## config.mk

```make
export PLATFORM = sky130hd
export DESIGN_NAME = class_decision_debouncer
export DESIGN_NICKNAME = d
export VERILOG_FILES = /design/src/rtl/core/cdd_pkg.sv /design/src/rtl/core/class_decision_debouncer.sv
export SDC_FILE = /design/constraint.sdc
export NUM_CORES = 1
export LEC_CHECK = 0
export ABC_AREA = 1
export BUFFER_PORTS_ARGS = -buffer_cell sky130_fd_sc_hd__buf_2
export CAP_MARGIN = 20
export CORE_MARGIN = 3
export CORE_UTILIZATION = 55
export CTS_CLUSTER_SIZE = 30
export DETAILED_ROUTE_END_ITERATION = 10
export PLACE_DENSITY_LB_ADDON = 0.1
export SETUP_SLACK_MARGIN = 0.5
export SLEW_MARGIN = 5
export SYNTH_ARGS = -nofsm -noshare
export SYNTH_HDL_FRONTEND = slang
export SYNTH_SLANG_ARGS = --single-unit
```

## constraint.sdc

```tcl
create_clock -name aclk -period 2.6 [get_ports aclk]
set_input_delay 0.52 -clock aclk [delete_from_list [all_inputs] [get_ports aclk]]
set_output_delay 0.52 -clock aclk [all_outputs]
set_load 0.01 [all_outputs]
```

## src/rtl/core/cdd_pkg.sv

```systemverilog
// package for the class decision debouncer
// holds class codes, register indexes and the id-to-class mapping function
// no dependencies
`timescale 1ns / 1ps
`default_nettype none

package cdd_pkg;

    localparam int unsigned TickWidth  = 16;
    localparam int unsigned IdWidth    = 4;
    localparam int unsigned ClassWidth = 3;

    localparam logic [TickWidth-1:0] TICK_MAX = 16'hFFFF;

    // class codes
    localparam logic [ClassWidth-1:0] CODE_STANDING = 3'd0;
    localparam logic [ClassWidth-1:0] CODE_WALKING  = 3'd1;
    localparam logic [ClassWidth-1:0] CODE_SITTING  = 3'd2;
    localparam logic [ClassWidth-1:0] CODE_TURNING  = 3'd3;
    localparam logic [ClassWidth-1:0] CODE_UNKNOWN  = 3'd4;

    // configuration register indexes
    localparam logic [2:0] REG_GUARD_TICKS = 3'd0;
    localparam logic [2:0] REG_SITTING_ID  = 3'd1;
    localparam logic [2:0] REG_STANDING_ID = 3'd2;
    localparam logic [2:0] REG_WALKING_ID  = 3'd3;
    localparam logic [2:0] REG_TURNING_ID  = 3'd4;

    // reset values of the configuration registers
    localparam logic [TickWidth-1:0] GUARD_TICKS_RST = 16'd1000;
    localparam logic [IdWidth-1:0]   SITTING_ID_RST  = 4'd0;
    localparam logic [IdWidth-1:0]   STANDING_ID_RST = 4'd1;
    localparam logic [IdWidth-1:0]   WALKING_ID_RST  = 4'd2;
    localparam logic [IdWidth-1:0]   TURNING_ID_RST  = 4'd3;

    // input kinds
    localparam logic KIND_TICK     = 1'b0;
    localparam logic KIND_DECISION = 1'b1;

    typedef struct packed {
        logic                  stuck_in_debounce;
        logic                  held_back;
        logic                  committed;
        logic                  raw_moved;
        logic [IdWidth-1:0]    stable_id_out;
        logic [ClassWidth-1:0] stable_class;
        logic [ClassWidth-1:0] raw_class;
    } result_t;

    // first match wins in the order sitting, standing, walking, turning
    function automatic logic [ClassWidth-1:0] class_of(
        input logic [IdWidth-1:0] id,
        input logic [IdWidth-1:0] sitting,
        input logic [IdWidth-1:0] standing,
        input logic [IdWidth-1:0] walking,
        input logic [IdWidth-1:0] turning
    );
        logic [ClassWidth-1:0] code;
        if (id == sitting) begin
            code = CODE_SITTING;
        end else if (id == standing) begin
            code = CODE_STANDING;
        end else if (id == walking) begin
            code = CODE_WALKING;
        end else if (id == turning) begin
            code = CODE_TURNING;
        end else begin
            code = CODE_UNKNOWN;
        end
        return code;
    endfunction

endpackage

`default_nettype wire

```

## src/rtl/core/class_decision_debouncer.sv

```systemverilog
// class decision debouncer top level: guard timer, stable state, output register
// depends on cdd_pkg
`timescale 1ns / 1ps
`default_nettype none

// Debounces a stream of classifier decision ids. Each input item is either a
// time tick (s_tuser = 0) or a decision (s_tuser = 1, id in s_tdata[3:0]).
// The first decision after reset becomes the stable id at once. A later
// decision that differs from the stable id becomes a candidate and starts a
// guard timer counted in ticks; when the same candidate arrives again after
// at least guard_ticks ticks it is committed. A decision equal to the stable
// id drops any candidate. Every decision returns one result item with the raw
// and stable ids mapped to class codes through four configurable ids, plus
// change, suppression and debounce flags; ticks return nothing. One item is
// taken per cycle: the state update is a single compare-and-count step done
// as the item is taken, and the result sits in one output register, so the
// input stalls only while that register holds an item the sink has not taken.
// Configuration registers (APB, 32-bit data): 0x00 guard_ticks, 0x04
// sitting_id, 0x08 standing_id, 0x0C walking_id, 0x10 turning_id. A new
// guard_ticks applies at once against ticks already counted.
module class_decision_debouncer (
    input  wire logic        aclk,
    input  wire logic        aresetn,
    // input channel
    input  wire logic        s_tvalid,
    output logic             s_tready,
    input  wire logic [7:0]  s_tdata,   // [3:0] decision_id, [7:4] zero
    input  wire logic        s_tuser,   // [0] kind
    // result channel
    output logic             m_tvalid,
    input  wire logic        m_tready,
    // [2:0] raw_class, [5:3] stable_class, [9:6] stable_id_out, [10] raw_moved,
    // [11] committed, [12] held_back, [13] stuck_in_debounce, [15:14] zero
    output logic [15:0]      m_tdata,
    // configuration port
    input  wire logic        psel,
    input  wire logic        penable,
    input  wire logic        pwrite,
    input  wire logic [4:0]  paddr,
    input  wire logic [31:0] pwdata,
    output logic [31:0]      prdata,
    output logic             pready
);

    localparam int unsigned TW = cdd_pkg::TickWidth;
    localparam int unsigned IW = cdd_pkg::IdWidth;

    // configuration registers
    logic [TW-1:0] guard_ticks_reg;
    logic [IW-1:0] sitting_id_reg;
    logic [IW-1:0] standing_id_reg;
    logic [IW-1:0] walking_id_reg;
    logic [IW-1:0] turning_id_reg;

    // debounce state
    logic          have_stable_reg,   have_stable_next;
    logic [IW-1:0] stable_id_reg,     stable_id_next;
    logic [IW-1:0] last_raw_id_reg,   last_raw_id_next;
    logic          pending_flag_reg,  pending_flag_next;
    logic [IW-1:0] pending_id_reg,    pending_id_next;
    logic          timer_running_reg, timer_running_next;
    logic [TW-1:0] elapsed_reg,       elapsed_next;

    // output register
    logic              out_valid_reg;
    cdd_pkg::result_t  out_data_reg;
    cdd_pkg::result_t  result;

    logic          s_accept;
    logic          is_decision;
    logic [IW-1:0] d_id;
    logic          raw_moved;
    logic          committed;
    logic          suppressed;
    logic          cfg_write;
    logic [2:0]    cfg_index;

    // input stalls only when a result is held and the sink does not take it
    assign s_tready    = !out_valid_reg || m_tready;
    assign s_accept    = s_tvalid && s_tready;
    assign is_decision = (s_tuser == cdd_pkg::KIND_DECISION);
    assign d_id        = s_tdata[IW-1:0];

    // ---------------------------------------------------------------------
    // next-state logic for one item
    // ---------------------------------------------------------------------
    always_comb begin
        have_stable_next   = have_stable_reg;
        stable_id_next     = stable_id_reg;
        last_raw_id_next   = last_raw_id_reg;
        pending_flag_next  = pending_flag_reg;
        pending_id_next    = pending_id_reg;
        timer_running_next = timer_running_reg;
        elapsed_next       = elapsed_reg;
        raw_moved          = 1'b0;
        committed          = 1'b0;
        suppressed         = 1'b0;

        if (!is_decision) begin
            // tick: count while the guard runs, saturating
            if (timer_running_reg && (elapsed_reg != cdd_pkg::TICK_MAX)) begin
                elapsed_next = elapsed_reg + TW'(1);
            end
        end else if (!have_stable_reg) begin
            // first decision commits at once
            have_stable_next   = 1'b1;
            stable_id_next     = d_id;
            pending_flag_next  = 1'b0;
            pending_id_next    = '0;
            timer_running_next = 1'b0;
            elapsed_next       = '0;
            raw_moved          = 1'b1;
            committed          = 1'b1;
        end else begin
            raw_moved = (d_id != last_raw_id_reg);
            if (d_id == stable_id_reg) begin
                // back to stable: drop candidate
                pending_flag_next  = 1'b0;
                pending_id_next    = '0;
                timer_running_next = 1'b0;
                elapsed_next       = '0;
            end else if (!pending_flag_reg || (d_id != pending_id_reg)) begin
                // new candidate restarts the guard
                pending_flag_next  = 1'b1;
                pending_id_next    = d_id;
                suppressed         = 1'b1;
                timer_running_next = 1'b1;
                elapsed_next       = '0;
            end else if (timer_running_reg && (elapsed_reg >= guard_ticks_reg)) begin
                // candidate held through the guard: commit
                timer_running_next = 1'b0;
                elapsed_next       = '0;
                stable_id_next     = d_id;
                pending_flag_next  = 1'b0;
                pending_id_next    = '0;
                committed          = 1'b1;
            end else begin
                suppressed = 1'b1;
            end
        end

        if (is_decision) begin
            last_raw_id_next = d_id;
        end
    end

    // result for a decision item
    always_comb begin
        result.raw_class = cdd_pkg::class_of(d_id, sitting_id_reg, standing_id_reg,
                                             walking_id_reg, turning_id_reg);
        result.stable_class = cdd_pkg::class_of(stable_id_next, sitting_id_reg,
                                                standing_id_reg, walking_id_reg,
                                                turning_id_reg);
        result.stable_id_out     = stable_id_next;
        result.raw_moved         = raw_moved;
        result.committed         = committed;
        result.held_back         = suppressed;
        result.stuck_in_debounce = pending_flag_next || (stable_id_next != d_id);
    end

    // ---------------------------------------------------------------------
    // state registers
    // ---------------------------------------------------------------------
    always_ff @(posedge aclk) begin
        if (!aresetn) begin
            have_stable_reg   <= 1'b0;
            stable_id_reg     <= '0;
            last_raw_id_reg   <= '0;
            pending_flag_reg  <= 1'b0;
            pending_id_reg    <= '0;
            timer_running_reg <= 1'b0;
            elapsed_reg       <= '0;
        end else if (s_accept) begin
            have_stable_reg   <= have_stable_next;
            stable_id_reg     <= stable_id_next;
            last_raw_id_reg   <= last_raw_id_next;
            pending_flag_reg  <= pending_flag_next;
            pending_id_reg    <= pending_id_next;
            timer_running_reg <= timer_running_next;
            elapsed_reg       <= elapsed_next;
        end
    end

    // output register: decisions load it, the sink drains it
    always_ff @(posedge aclk) begin
        if (!aresetn) begin
            out_valid_reg <= 1'b0;
        end else if (s_accept) begin
            out_valid_reg <= is_decision;
        end else if (m_tready) begin
            out_valid_reg <= 1'b0;
        end
    end

    always_ff @(posedge aclk) begin
        if (s_accept && is_decision) begin
            out_data_reg <= result;
        end
    end

    assign m_tvalid = out_valid_reg;
    assign m_tdata  = {2'b00, out_data_reg};

    // ---------------------------------------------------------------------
    // configuration port
    // ---------------------------------------------------------------------
    assign pready    = 1'b1;
    assign cfg_write = psel && penable && pwrite && pready;
    assign cfg_index = paddr[4:2];

    always_ff @(posedge aclk) begin
        if (!aresetn) begin
            guard_ticks_reg <= cdd_pkg::GUARD_TICKS_RST;
            sitting_id_reg  <= cdd_pkg::SITTING_ID_RST;
            standing_id_reg <= cdd_pkg::STANDING_ID_RST;
            walking_id_reg  <= cdd_pkg::WALKING_ID_RST;
            turning_id_reg  <= cdd_pkg::TURNING_ID_RST;
        end else if (cfg_write) begin
            case (cfg_index)
                cdd_pkg::REG_GUARD_TICKS: guard_ticks_reg <= pwdata[TW-1:0];
                cdd_pkg::REG_SITTING_ID:  sitting_id_reg  <= pwdata[IW-1:0];
                cdd_pkg::REG_STANDING_ID: standing_id_reg <= pwdata[IW-1:0];
                cdd_pkg::REG_WALKING_ID:  walking_id_reg  <= pwdata[IW-1:0];
                cdd_pkg::REG_TURNING_ID:  turning_id_reg  <= pwdata[IW-1:0];
                default: ;
            endcase
        end
    end

    // read mux
    always_comb begin
        case (cfg_index)
            cdd_pkg::REG_GUARD_TICKS: prdata = {16'd0, guard_ticks_reg};
            cdd_pkg::REG_SITTING_ID:  prdata = {28'd0, sitting_id_reg};
            cdd_pkg::REG_STANDING_ID: prdata = {28'd0, standing_id_reg};
            cdd_pkg::REG_WALKING_ID:  prdata = {28'd0, walking_id_reg};
            cdd_pkg::REG_TURNING_ID:  prdata = {28'd0, turning_id_reg};
            default:                  prdata = 32'd0;
        endcase
    end

`ifndef ASSERT_OFF
    // a candidate always has the guard timer running, and only then
    a_pending_timer: assert property (@(posedge aclk) disable iff (!aresetn)
        pending_flag_reg == timer_running_reg)
        else $error("pending candidate and guard timer disagree");

    // a pending candidate never equals the stable id
    a_pending_differs: assert property (@(posedge aclk) disable iff (!aresetn)
        pending_flag_reg |-> (pending_id_reg != stable_id_reg))
        else $error("pending candidate equals stable id");

    // the timer only counts while running
    a_elapsed_idle: assert property (@(posedge aclk) disable iff (!aresetn)
        !timer_running_reg |-> (elapsed_reg == '0))
        else $error("guard timer counted while stopped");

    // a result never reports both a commit and a suppression
    a_commit_excl: assert property (@(posedge aclk) disable iff (!aresetn)
        out_valid_reg |-> !(out_data_reg.committed && out_data_reg.held_back))
        else $error("commit and suppression in one result");
`endif

endmodule

`default_nettype wire
```

==> flow_summary.yaml <==
routing:
  vias: 4600
  drtIter0Drc: 229
  wl_per_cell_um: 15.65
  drtAntennaViolNets: 0
  drc: 0
  wirelength_um: 13210
  viasPerCell: 5.450
  first_pass_iters: 5
sta:
  drv_slew: 0
  max_freq_mhz: 392.7
  fin_crit_ns: 2.546
  finalCritPeriodShare: 0.9793
  finalHoldViolations: 0
  rsz0062_at_grt: "true"
  setup_viol: 0
  fin_worst_skew_ns: 0.009317
power:
  total_power_mw: 2.834
  p_int_mw: 2.030
  powerDensity_nw_per_um2: 467.5
  p_switching_mw: 0.8046
  combPwrFrac: 0.165
  worst_ir_drop_vdd_mv: 0.3032
  switching_share: 0.2839
  pwr-share-seq: 0.456
  clockPowerShare: 0.378
  leakage_nw: 2.665
logic_synthesis:
  async_flop_share: 0
  yosysMostFrequentCell: "nand2_1"
  synth_ff_type: "dfxtp_1"
  ys_warn_count: 0
  synth_area_um2: 4683
  synth_area_per_cell_um2: 7.329
  seq_area_frac_synth: 0.3633
  ys_ff_latch: 78
  synth_top_cell_by_area: "dfxtp_1"
  yosys-top-cells-count: "nand2_1 (112), inv_1 (91), dfxtp_1 (64), a21oi_1 (63), nor2_1 (51)"
  yosys.area.top_type_share: 0.2736
  yosys-top-cells-area: "dfxtp_1 (27%), edfxtp_1 (9.0%), nand2_1 (9.0%), inv_1 (7.3%), a21oi_1 (6.7%)"
  syn_inst: 639
  ys_types: 43
  synth_edf_count: 14
die:
  coreArea_um2: 8258
  die_w_um: 98.28
  start_util: 0.5671
  rows: 33
  die_area_um2: 9658
  io-pin-count: 104
  die_height_um: 98.28
cts:
  clock_sink_count: 78
  clock_path_buffers: 2
  cts-root-buf: "clkbuf_8"
  cts-hold-fix-buffers: 0
  cts_buffers: 9
  cts_tree: "done"
  h-tree-depth: 3
  clk_pin_slew_ns: 0.08
  clock_latency_ns: 0.36
placement:
  place_congestion: 0.9561
  portBuffers: 62
  dp_hpwl_um: 9234
final_layout:
  utilization: 0.7341
  num-nets-final: 804
  drive_above_1_share: 0.3437
  area_delta_synth_final_pct: 29.44
  num_antenna_cells: 0
run_status:
  outcome: "finished clean"
global_route:
  antenna_found_initial: 0
  track_usage: 0.2652
  grt_pass1_vias: 4289
  grt_pass1_wl_um: 20770
  overflow: 0
  grt_max_degree: 32
setup_path:
  critPathLaunchType: "register"
  crit_fanout: 5
  required_ns: 2.72
  startpoint: "elapsed_reg[9]$_SDFFE_PN0P_"
  path_class: "reg -> reg"
  worstReg2RegEnd: "m_tdata[5]$_SDFFCE_PP0P_"
  worstSetupEndpoint: "m_tdata[5]$_SDFFCE_PP0P_"
  r2r_start: "elapsed_reg[9]$_SDFFE_PN0P_"
  critPathCaptureType: "register"
  arrival_ns: 2.67
  r2r_cells: 15
  r2r_slack_ns: 0.05
flow_run:
  maxCapViolCount: 0
worst_hold_path:
  min_path_type: "in -> reg"
## kinds of logic (layout without fill, tap and decap cells)
| logic type | after synthesis | after routing | synth area share |
|---|---|---|---|
| AO/OA/AOI/OAI | 134 | 134 | 0.1544 |
| XOR/XNOR | 23 | 23 | 0.04302 |
| adder cells (fa/ha/maj) | 17 | 17 | 0.04542 |
| buffers and inverters | 128 | 210 | 0.1266 |
| flip-flops | 78 | 78 | 0.3633 |
| other | 2 | 19 | 0.001604 |
| AND/OR/NAND/NOR | 257 | 258 | 0.2656 |
## per-layer routing
layer | up-vias | part of all wire | track usage
met5 | - | 0 | 0
met3 | 20 | 0.053 | 0.03000
met1 | 2149 | 0.43 | 0.3488
li1 | 2261 | - | -
met2 | 170 | 0.50 | 0.4482
met4 | 0 | 0.020 | 0.1019
## critical path, cell delays in order (launching register included)
cell and delay, ns:
dfxtp_1 0.37, ha_4 0.29, nand4_1 0.15, nor3_2 0.24, nand2_2 0.11, nand2_2 0.10, nand4_4 0.11, nand2_8 0.15
buf_4 0.13, nand3_2 0.12, nand3_1 0.12, nand2_1 0.08, nor2_1 0.14, nand2_2 0.09, nand2_2 0.08, nor2_1 0.04
## how the worst min path moves through the flow
stage	cells past startpoint	end	startpoint
floorplan	2	elapsed_reg[4]$_SDFFE_PN0P_	elapsed_reg[4]$_SDFFE_PN0P_
global placement	2	pending_id_reg[3]$_SDFFE_PN0P_	pending_id_reg[3]$_SDFFE_PN0P_
detailed placement	2	pending_id_reg[3]$_SDFFE_PN0P_	pending_id_reg[3]$_SDFFE_PN0P_
CTS	3	guard_ticks_reg[6]$_SDFFE_PN1P_	pwdata[6]
global route	3	guard_ticks_reg[6]$_SDFFE_PN1P_	pwdata[6]
finish	3	guard_ticks_reg[5]$_SDFFE_PN1P_	pwdata[5]
## per-stage QoR
stage | instances | worst slack (ns) | hold slack, ns | area, um2 | TNS, ns
after floorplan | 656 | 0.3693 | 0.4400 | 4756 | 0
after global placement | 812 | 0.07262 | 0.4539 | 5122 | 0
after detailed placement | 812 | 0.04138 | 0.4603 | 5122 | 0
after CTS | 833 | 0.1975 | 0.3788 | 5655 | 0
after global routing | 844 | -0.08026 | 0.3857 | 6062 | -0.2647
final | 844 | 0.05380 | 0.3815 | 6062 | 0
## layout make-up
class / count / area [um2]
clock buffers: 13 / 191.4
clock inverters: 3 / 46.29
fillers: 626 / 2196
inverters: 95 / 381.6
multi-input cells: 451 / 2970
flip-flops and latches: 78 / 1722
repair buffers: 99 / 619.3
well taps: 105 / 131.4
## layout by cell type, fill, tap and decap left out, drive strengths merged
cell type / instances
nand2: 127
buf: 99
inv: 95
dfxtp: 64
a21oi: 63
nor2: 56
o21ai: 51
nand3: 47
xnor2: 20
conb: 19
ha: 17
edfxtp: 14
clkbuf: 13
nor3: 12
nand4: 10
o22ai: 6
a211oi: 4
xor2: 3
o21a: 2
o221ai: 2
nand3b: 2
o211ai: 2
a221oi: 2
a41oi: 1
and3: 1
a21boi: 1
or2: 1
nor3b: 1
nor4: 1
bufinv: 1
clkinv: 1
clkinvlp: 1
## power groups by stage
stage | sequential [mW] | combinational [mW] | clock, mW
final | 1.29 | 0.469 | 1.07
after global routing | 1.30 | 0.517 | 1.13
after CTS | 1.29 | 0.420 | 1.08
after floorplan | 1.32 | 0.286 | 0
after global placement | 1.32 | 0.380 | 0
after detailed placement | 1.32 | 0.389 | 0
## repair_timing
| item | in CTS | in global routing |
|---|---|---|
| setup endpoints to repair | 25 | 36 |
| gates cloned | 1 | 0 |
| pin swaps | 30 | 37 |
| gates resized for setup | 60 | 95 |
| buffers inserted | 4 | 11 |
| hold endpoints to repair | 0 | 0 |
Power figures use the tool's default switching activity.
